## config.mk

```make
export PLATFORM = sky130hd
export DESIGN_NAME = msp_delay
export DESIGN_NICKNAME = d
export VERILOG_FILES = /design/src/rtl/msp_delay.sv
export SDC_FILE = /design/constraint.sdc
export NUM_CORES = 1
export LEC_CHECK = 0
export ABC_AREA = 1
export BUFFER_PORTS_ARGS = -buffer_cell sky130_fd_sc_hd__buf_4
export CORE_AREA = 2 2 39 41
export DETAILED_ROUTE_END_ITERATION = 7
export DIE_AREA = 0 0 41 43
export PLACE_DENSITY = 0.69
export SYNTH_ARGS = -nofsm -noshare
export SYNTH_HDL_FRONTEND = slang
export SYNTH_SLANG_ARGS = --single-unit
```

## constraint.sdc

```tcl
create_clock -name clk -period 0.8 [get_ports clk]
set_input_delay 0.12 -clock clk [delete_from_list [all_inputs] [get_ports clk]]
set_output_delay 0.12 -clock clk [all_outputs]
set_load 0.005 [all_outputs]
```

## src/rtl/msp_delay.sv

```systemverilog
`default_nettype none
// ----------------------------------------------------------------------------
// msp_delay
// Fixed-depth shift line carrying a valid bit alongside its payload.
// ----------------------------------------------------------------------------
module msp_delay #(
    parameter int WIDTH = 8,
    parameter int DEPTH = 2
) (
    input  wire logic             clk,
    input  wire logic             rst_n,
    input  wire logic             in_valid,
    input  wire logic [WIDTH-1:0] in_data,
    output logic                  out_valid,
    output logic [WIDTH-1:0]      out_data
);

    logic [DEPTH-1:0] valid_reg;
    logic [WIDTH-1:0] data_reg [DEPTH];

    always_ff @(posedge clk or negedge rst_n)
    begin
        if (!rst_n)
        begin
            valid_reg <= '0;
        end
        else
        begin
            valid_reg[0] <= in_valid;
            for (int i = 1; i < DEPTH; i++)
            begin
                valid_reg[i] <= valid_reg[i-1];
            end
        end
    end

    always_ff @(posedge clk)
    begin
        data_reg[0] <= in_data;
        for (int i = 1; i < DEPTH; i++)
        begin
            data_reg[i] <= data_reg[i-1];
        end
    end

    assign out_valid = valid_reg[DEPTH-1];
    assign out_data  = data_reg[DEPTH-1];

endmodule

`default_nettype wire

```

# Yosys cells after proc, flatten, opt, wreduce, memory -nomap -nowiden

Memories as Yosys holds them, arrays and structs flattened.
Cells that the tools add are included.

Flip-flop bits (word level): 2
Latch bits: 0
Bits in writable memories: 16
Memory bits (read-only): 0
Bits of input ports: 11
Output and inout bits: 9
Word-level logic and storage cells: 2
Memories kept: 1

Memory list:

| name     | depth | width | read ports | clocked after memory_dff | write ports | line | RTL |
|---|---|---|---|---|---|---|---|
| data_reg | 2     | 8     | 2          | 0                        | 2           | 19   | `logic [WIDTH-1:0] data_reg [DEPTH];` |

Add/subtract/negate cells: 0
$mul: 0
Div/mod/pow operators: 0
Magnitude comparators: 0
Equality and inequality tests: 0
Shift-type cells: 0
Mux-type cells: 0
Bitwise operators: 0
Reductions and logical operators: 0

# Logic depth before layout (Yosys ltp)

Depth in word-level cells: 0
Gate-level depth with buffers: 1
Mapped depth without buffers: 0

# Worst setup path before layout

No wires, ideal clock.

Path kind: register -> output
Start: memory data_reg[1][0], in the netlist data_reg[0][8]
End: output port out_data[0]
Data arrival time: 0.393 ns
Data required time: 0.680 ns
Slack: 0.287 ns
Stages on the path, launching flop included: 2
Path buffers: 1
Cells stage by stage: dfxtp_1 buf_4

RTL lines:

| element         | line | RTL |
|---|---|---|
| start, declared | 19   |  |
| end, declared   | 15   | `output logic [WIDTH-1:0] out_data` |

# Final worst setup path

Start: register valid_reg[1]
End: output port out_valid

RTL lines:

| element                         | line | RTL |
|---|---|---|
| start, declared                 | 18   | `logic [DEPTH-1:0] valid_reg;` |
| start signal, assigned by index | 32   | `valid_reg[i] <= valid_reg[i-1];` |
| end, declared                   | 14   | `output logic out_valid,` |

No word-level cell between the ends.

==> summary.txt <==
Yosys
  – Synthesized cell area: 430 µm²
  – Mean Syn Cell Area: 16.6 µm²
  – Post-synth cell types: 3
  – Area leader, netlist: dfxtp_1
  – Syn nets: 37
  – Syn Inst Count: 26
  – Post-synth top area share: 0.744
  – Synthesized flop and latch total: 18
  – Register area share after synthesis: 0.860
  – Dominant cells by area after synthesis: dfxtp_1, buf_4, dfrtp_1
  – Yosys warning count: 0

Pwr
  – Worst vdd ir: 0.000830 V
  – Total power: 0.00159 W
  – Static Leak: 0.319 nW
  – Pwr per Cell Area: 2300 nW/µm²

Placement
  – Dpl cells: 53
  – GPL Wtd Cong: 0.597
  – IO buf count: 19

Die
  – Starting Density: 0.311
  – Die span in x: 41 µm
  – Number of core rows: 14
  – Die area: 1760 µm²
  – Die height: 43 µm
  – Core ar.: 1380 µm²
  – IO Count: 20

Worst setup path
  – Worst Path Max Fanout: 1
  – WP data required: 0.68 ns
  – Reg-to-reg startpoint: valid_reg[0]$_DFF_PN0_
  – Largest stage delay, worst path: 0.38 ns
  – R2R Path End: valid_reg[1]$_DFF_PN0_
  – Worst setup EP type: output pin
  – R2r worst-path depth: 0
  – CP cell instances: buf_6
  – Startpoint Class: flop
  – CP Buf/Inv Count: 1
  – CP max-delay cell: dfrtp_1
  – Setup CP Type: flop to output pin
  – Worst EP arrival: just under 0.8 ns
  – R2r setup slk: 0.32 ns
  – Largest delay contributor family on the critical path: flip-flops

STA
  – Minimum clock period: 0.886 ns
  – RSZ-0062 raised after global routing: true
  – Final worst slack: -0.0856 ns
  – Worst Tran Pin Value: 0.0881 ns
  – Final number of max-transition violations: 0
  – Final setup skew: 0.000395 ns
  – Final period util: 1.11
  – Max transition margin: 0.941
  – Max frequency: 1.13 GHz
  – Final hold vios: 0
  – Worst hold slack: 0.172 ns
  – # setup viols final: 9
  – TNS Setup: -0.251 ns

CTS
  – Total CTS buffers: 3
  – TritonCTS sink count: 18
  – Worst-skew pair later-pin latency: ~0.27 ns
  – TritonCTS clock tree: done
  – Root buffer cell: clkbuf_4
  – H-Tree Depth: 1
  – Reg clk slew, reported paths: 0.09 ns
  – Max clock buf depth: 2
  – Setup bufs post-CTS: 0

Drt
  – Post-route ant nets: 0
  – Initial drt markers: 8
  – Vias: 231
  – Wirelength per Cell: 8.55 µm
  – Drt first pass iters: 2
  – Post-route DRC: 0
  – Total Wirelength: ~570 µm
  – Via density: approximately 3.4

GRT
  – First-pass GRT wire length: between 900 and 1000 µm
  – All-layer global routing usage: 0.0950
  – Vias in the first global route: 243
  – Largest net degree at the start of global routing: 11
  – Initial antenna violation count: 0
  – GRT overflow: 0

Cells and area
  – P&R area growth vs syn: 61.0%
  – Reg area: around 380 µm²
  – Non-filler cells, final: 67
  – Number of diodes: 0
  – Most common cell after layout, fill and taps aside: buf_4
  – Fill count: 122
  – Share of cells above drive strength 1: 0.529
  – Multi-input logic area: 0 µm²
  – Max reg flops: 16
  – Most frequent cells in the layout: buf_4, dfxtp_1, dlygate4sd3_1
  – Nets: 63
  – Multi-input gate count: 0

Job
  – Max-cap violation count: 0

Hold path
  – Min-delay worst type: primary input to asynchronous set/reset pin

Run status
  – Status: complete, but fails checks
  – Failing checks: negative setup slack
## layout make-up
class	count	area share
Timing Repair Buffer	29	0.377
Tap cell	16	0.0289
Sequential cell	18	0.542
Clock buffer	4	0.0523
## timing repair
item	in CTS	in global routing
endpoints found under the setup margin	9	9
hold endpoints to repair	11	0
resized for setup	3	6
hold buffers	10	0
gates cloned	0	0
## worst max path at each step
stage | start | end | depth (start not counted)
floorplan | data_reg[0][8]$_DFF_P_ | out_data[0] | 1
global placement | valid_reg[1]$_DFF_PN0_ | out_valid | 1
detailed placement | valid_reg[1]$_DFF_PN0_ | out_valid | 1
CTS | valid_reg[1]$_DFF_PN0_ | out_valid | 1
global route | valid_reg[1]$_DFF_PN0_ | out_valid | 1
finish | valid_reg[1]$_DFF_PN0_ | out_valid | 1
## power by group
| part | total, W | switching [W] | internal, W |
|---|---|---|---|
| clock | 0.000510 | 0.000233 | 0.000276 |
| sequential | 0.000959 | 0.0000125 | 0.000947 |
| combinational | 0.000123 | 0.0000264 | 0.0000968 |
| total | 0.00159 | 0.000272 | 0.00132 |
## cell usage after synthesis
| library cell | instances |
|---|---|
| buf_4 | 8 |
| dfrtp_1 | 2 |
| dfxtp_1 | 16 |
## kinds of logic after synthesis
kind of cell / count (synthesis) / synth area share
buf+inv: 8 / 0.140
flops: 18 / 0.860
## per-stage QoR
step                      area, µm²  worst slack, ns   util
final                           693          -0.0856  0.501
after global routing            693           -0.123  0.501
after CTS                       678           -0.101  0.490
after detailed placement        533            0.212  0.385
after global placement          533            0.219  0.385
after floorplan                 430            0.287      -
## layer usage
metal | routed length (µm) | part of all wire | track usage
met3 | 35 | 0.061 | 0.0314
met4 | 0 | 0 | 0.120
met1 | 204 | 0.36 | 0.109
met5 | 0 | 0 | 0
met2 | 333 | 0.58 | 0.116
No activity file was read; power rests on OpenSTA's default activity.
