`config.mk`:
```
export PLATFORM = sky130hd
export DESIGN_NAME = msp_sqrt
export DESIGN_NICKNAME = d
export VERILOG_FILES = /design/src/rtl/msp_pkg.sv /design/src/rtl/msp_sqrt.sv
export SDC_FILE = /design/constraint.sdc
export NUM_CORES = 2
export LEC_CHECK = 0
export ABC_AREA = 1
export BUFFER_PORTS_ARGS = -buffer_cell sky130_fd_sc_hd__buf_2
export CORE_AREA = 2 2 304 426
export CTS_BUF_LIST = sky130_fd_sc_hd__clkbuf_2
export DETAILED_ROUTE_END_ITERATION = 8
export DIE_AREA = 0 0 306 428
export GPL_TIMING_DRIVEN = 0
export PLACE_DENSITY = 0.66
export SLEW_MARGIN = 25
export SYNTH_ARGS = -nofsm -noshare
export SYNTH_HDL_FRONTEND = slang
export SYNTH_SLANG_ARGS = --single-unit
```
`constraint.sdc`:
```
create_clock -name clk -period 1.78 [get_ports clk]
set_clock_uncertainty 0.05 [all_clocks]
set_input_delay 0.267 -clock clk [delete_from_list [all_inputs] [get_ports clk]]
set_output_delay 0.267 -clock clk [all_outputs]
set_load 0.03 [all_outputs]
```
`src/rtl/msp_pkg.sv`:
```
`default_nettype none
// ----------------------------------------------------------------------------
// msp_pkg
// Shared types and constants of the metal site pose error pipeline.
// ----------------------------------------------------------------------------
package msp_pkg;

    localparam int IDX_W     = 6;
    localparam int AXIS_W    = 16;
    localparam int SHIFT_W   = 24;
    localparam int RAD_W     = 16;
    localparam int ERR_W     = 24;

    localparam int MaxSites  = 64;

    localparam int FRAC_BITS = 30;
    localparam int SINE_W    = FRAC_BITS + 1;   // Q1.30 value in [0, 2^30]
    localparam int SQ_W      = 33;              // square of a 17-bit signed value
    localparam int PQ_W      = 34;              // sum of up to three squares
    localparam int T2_W      = 48;              // squared translation, Q.16
    localparam int RAD2_W    = 2 * RAD_W;
    localparam int PROD_W    = RAD2_W + SINE_W;

    // cycles from the input register to the registered sine value
    localparam int SINE_LAT  = 4 + FRAC_BITS;
    // cycles of the square root pipeline, one result bit per stage
    localparam int SQRT_LAT  = ERR_W;
    // accepted transaction to result strobe: input register, sine, min,
    // scale, sum, square root and output register
    localparam int PIPE_LAT  = SINE_LAT + SQRT_LAT + 5;

    localparam logic [RAD_W-1:0]  RAD_RESET  = 16'd512;
    localparam logic [RAD2_W-1:0] RAD2_RESET = 32'd262144;
    localparam logic [ERR_W-1:0]  NO_PAIR    = 24'hFFFFFF;
    localparam logic [ERR_W-1:0]  ERR_MAX    = 24'hFFFFFE;

    typedef struct packed {
        logic             hit;
        logic [IDX_W-1:0] row;
        logic [IDX_W-1:0] col;
    } side_t;

endpackage

`default_nettype wire

```
`src/rtl/msp_sqrt.sv`:
```
`default_nettype none
// ----------------------------------------------------------------------------
// msp_sqrt
// Pipelined integer square root, one root bit per stage.
// ----------------------------------------------------------------------------
module msp_sqrt
    import msp_pkg::*;
(
    input  wire logic            clk,
    input  wire logic [T2_W-1:0] radicand,
    output logic [ERR_W-1:0]     root
);

    localparam int REM_W = ERR_W + 1;

    logic [T2_W-1:0]  x_reg    [SQRT_LAT];
    logic [REM_W-1:0] rem_reg  [SQRT_LAT];
    logic [ERR_W-1:0] root_reg [SQRT_LAT];

    for (genvar i = 0; i < SQRT_LAT; i++)
    begin : g_stage
        logic [T2_W-1:0]  x_in;
        logic [REM_W-1:0] rem_in;
        logic [ERR_W-1:0] root_in;
        logic [REM_W+1:0] rem_sh;
        logic [REM_W+1:0] trial;
        logic             ge;

        if (i == 0)
        begin : g_first
            assign x_in    = radicand;
            assign rem_in  = '0;
            assign root_in = '0;
        end
        else
        begin : g_next
            assign x_in    = x_reg[i-1];
            assign rem_in  = rem_reg[i-1];
            assign root_in = root_reg[i-1];
        end

        assign rem_sh = {rem_in, x_in[T2_W-1 -: 2]};
        assign trial  = {1'b0, root_in, 2'b01};
        assign ge     = rem_sh >= trial;

        always_ff @(posedge clk)
        begin
            x_reg[i]    <= {x_in[T2_W-3:0], 2'b00};
            rem_reg[i]  <= ge ? REM_W'(rem_sh - trial) : rem_sh[REM_W-1:0];
            root_reg[i] <= {root_in[ERR_W-2:0], ge};
        end
    end

    assign root = root_reg[SQRT_LAT-1];

endmodule

`default_nettype wire

```
# == Yosys cells after proc, flatten, opt, wreduce, memory -nomap -nowiden ==
# Memories as Yosys holds them, arrays and structs flattened.
# Index checks and enable logic that the tools add are counted.
# totals
ram_bits,2280
inputBits,49
latchBits,0
mem_bits_ro,0
ff_bits,0
memories,3
output_inout_bits,24
elab_cells,75
# op_classes
muxes,24
addsub,24
eq_ne,0
n_lt_le_gt_ge,24
shifts,0
div,0
n_reduce_logical,0
n_bitwise,0
n_mul,0
# memory_table
memory,words,width,rd,rd_ports_with_merged_regs,write_ports,line,rtl
x_reg,24,46,23,0,24,msp_sqrt.sv:16,logic [T2_W-1:0] x_reg [SQRT_LAT];
rem_reg,24,25,23,0,24,msp_sqrt.sv:17,logic [REM_W-1:0] rem_reg [SQRT_LAT];
root_reg,24,24,24,0,24,msp_sqrt.sv:18,logic [ERR_W-1:0] root_reg [SQRT_LAT];
# ops
op,count
27-bit by 26-bit >= comparator with 1-bit output,23
25-bit two-way mux,24
25-bit subtractor,23
"2-bit by 1-bit subtractor with 3-bit output, second input constant",1
"2-bit by 1-bit >= comparator with 1-bit output, second input constant",1

# == Depth between registers and ports, before layout ==
# An unclocked memory read counts as a cell.
# logic_depth
word_depth,3
mapped_depth,15
depth_no_buf,14

# == Least setup slack after synthesis ==
# No wires, ideal clock.
# synth_timing
path_kind,flip-flop to flip-flop
startpoint,memory root_reg[0][0]
endpoint,memory rem_reg[0][44] in the netlist's numbering
path_slack_ns,-0.126
path_buffers,1
t_arrival_ns,1.725
period_less_slack_ns,1.906
t_required_ns,1.599
setup_ns,0.131
path_stages_with_launch,10
cell_sequence,dfxtp_1 -> inv_1 -> ha_1 -> a21oi_1 -> nand2_1 -> inv_1 -> ha_1 -> and2_0 -> clkbuf_1 -> o21ai_0
# synth_rtl
item,line
start: declaration,msp_sqrt.sv:18
end: declaration,msp_sqrt.sv:17

==> impl_metrics.ini <==
[cells_and_area]
register_area_um2 = 28600
syn2layout_area_growth_pct = 42.28
largest_reg_flops = 552
final_common_cell = nand2_1
multiInputGateArea_um2 = 39930
final_cell_mix = nand2_1 (2,263), inv_1 (1,300), dfxtp_1 (972)
fill_cells = 9819
fin_util_pct = 70.80
fin_nets = 10623
drive_gt1_share_pct = 38.44

[critical_path]
r2r-start = root_reg[11][9]
cp_slowest_cell = dfxtp_2
r2r_slack_ns = -0.39
crit_buf_inv = 1
path_max_fanout = 1
end_kind = output port
required_ns = 1.46
crit_family = flip-flops
slowest_delay_ns = 0.35
r2r_end = rem_reg[1][104]
worstSetupPathType = flop to output port
crit_chain = buf_6
worst_ep_arrival_time_ns = 2.19
rr_worst_depth = 13
cp-start-kind = flop

[placed_design]
hpwlAfterDp_mm = 140.3
gp_congestion = 0.9694
place_ws_ns = -0.7606
port_buffers = 72

[floorplanning]
placementRows = 155
die_w_um = 306
num_io_pins = 73
die_h_um = 428
coreArea_um2 = 127000
die_area_um2 = 131000
start_util_pct = 49.76

[route]
vias_per_cell = 5.063
drc = 0
drt_iter0_markers = 3582
vias = 61367
antenna_left = 0
drt_wl_total_mm = 206.1
wire_per_inst_um = 17.01
first_pass_iters = 7

[global_route]
grt_antenna_before_repair = 3
gr-usage-all-layers_pct = 28.86
overflow = 0
grt_max_degree = 17
grt_first_pass_wirelength_mm = 299.3
grt_pass1_vias = 59322

[logic_synthesis]
syn-num-nets = 9320
synth-seq-cells = 1395
synth-main-ff-cell = dfxtp_1
synth-seq-area-share_pct = 44.18
netlist_area_um2 = 63210
yosysUniqueCellTypes = 49
synth_cells = 8946
syn_area_per_cell_um2 = 7.066
yosysWarnings = 0
async_flop_share_pct = 0
synth_edf_count = 0

[worst_hold_path]
hp-class = flop to flop
worstHoldEndpoint = x_reg[3][38]
hold_path_depth = 0
holdCritStartpoint = x_reg[2][174]

[clock_network]
clkTransAtPathRegs_ns = 0.11
worstSkewPairLatency_ns = 1.70
clock-sinks = 1395
clock_path_buffers = 4
htreeDepth = 5
cts_root_buf = clkbuf_2
cts_tree = yes
cts_buffers = 333

[timing]
setup_viol = 539
timing.final.crit_share_pct = 140.6
worstMarginPinSlew_ns = 1.168
fin_crit_ns = 2.503
timing.final.ws_setup_ns = -0.7234
fmax_mhz = 399.5
maxSlewHeadroom_pct = 22.14
hold_viol = 0
finalMaxSlewViolations = 0
rsz0062_at_grt = true

[status]
violations = negative setup slack
outcome = finished with violations

[pwr]
power_mw = 106.1
power.static_leakage_nw = 45.56
p_per_area_nw_per_um2 = 1180
irDropWorstVdd_mv = 1.006

[run]
cap_violations = 0
## worst max path at each step
stage               startpoint         endpoint  slack (ns)  depth (start not counted)
4_1_cts        root_reg[23][1]          root[1]       -1.03                          1
6_report       root_reg[23][1]          root[1]       -0.72                          1
3_5_place_dp      x_reg[3][44]  rem_reg[1][149]       -0.76                          9
3_3_place_gp      x_reg[3][44]  rem_reg[1][137]       -0.77                         10
5_1_grt        root_reg[23][1]          root[1]       -0.95                          1
2_1_floorplan   root_reg[0][0]   rem_reg[0][44]       -0.01                          9
## where the power goes
part | switching, mW | leakage (nW) | internal (mW)
clock | 12.3 | 2.21 | 8.14
combinational | 24.3 | 31.8 | 18.2
sequential | 6.25 | 11.6 | 37.0
total | 42.8 | 45.6 | 63.3
## synth_stat cells, drive strengths merged, types with 2 or more instances
master   number  share of area [%]
nor4          8              0.079
xnor2        46               0.64
and3          4              0.040
xor2        150                2.1
dfxtp      1395                 44
buf          68                1.0
and2         16               0.16
inv        1588                9.4
a21o          2              0.024
a21oi       311                2.6
o21bai       12               0.14
o2111ai       2              0.028
nor3         70               0.60
nand4       139                1.4
nand2      3235                 19
nand3       538                4.4
or2          25               0.25
ha          325                6.4
nand3b       70               0.83
nor2        792                5.0
nor3b         4              0.048
o211ai        5              0.059
o21ai       136                1.1
## metrics by stage
stage | instance area [um^2] | instances | TNS, ns | hold WS [ns]
floorplan | 63630 | 8946 | -0.01181 | 0.2447
global placement | 66050 | 10666 | -245.23 | 0.2595
detailed placement | 66050 | 10666 | -246.54 | 0.2621
CTS | 82010 | 11846 | -105.21 | 0.0004992
global route | 89920 | 12118 | -157.14 | 0.1388
finish | 89930 | 12121 | -119.75 | 0.1357
## final cells by class
class,instances,area share [%]
Tap cell,1648,2.293
Multi-Input combinational cell,5895,44.40
Clock buffer,449,2.499
Antenna cell,5,0.01391
Timing Repair Buffer,976,10.32
Inverter,1588,6.816
Buffer,60,1.091
Sequential cell,1395,31.81
Clock inverter,105,0.7569
## cells by family after synthesis
group           Yosys count  synth area share (%)
other cells               1              0.005933
xor+xnor                196                 2.728
compound gates          470                 4.054
flops                  1395                 44.18
buf+inv                1657                 10.44
simple gates           4902                 32.16
fa+ha+maj               325                 6.433
## worst register-to-register path, delay by kind of cell (launching register included)
| family | cells | cell delay [ns] |
|---|---|---|
| simple gates | 7 | 0.71 |
| buf+inv | 5 | 0.59 |
| flops | 1 | 0.36 |
| fa+ha+maj | 1 | 0.29 |
## metal layers
metal / GRT usage, % / vias up / part of all wire [%]
met5: 0 / - / 0.0063
met4: 19.87 / 2 / 7.7
met3: 4.239 / 897 / 4.7
met2: 54.34 / 2173 / 52
met1: 28.97 / 28123 / 35
li1: - / 30172 / -
## timing repair
action	CTS	global route
pin swaps	437	639
cloned	35	21
hold buffers	163	0
endpoints found under the hold margin	49	0
endpoints found under the setup margin	582	585
setup buffers	430	283
gates resized for setup	1891	1746
(Power assumes the default switching activity.)
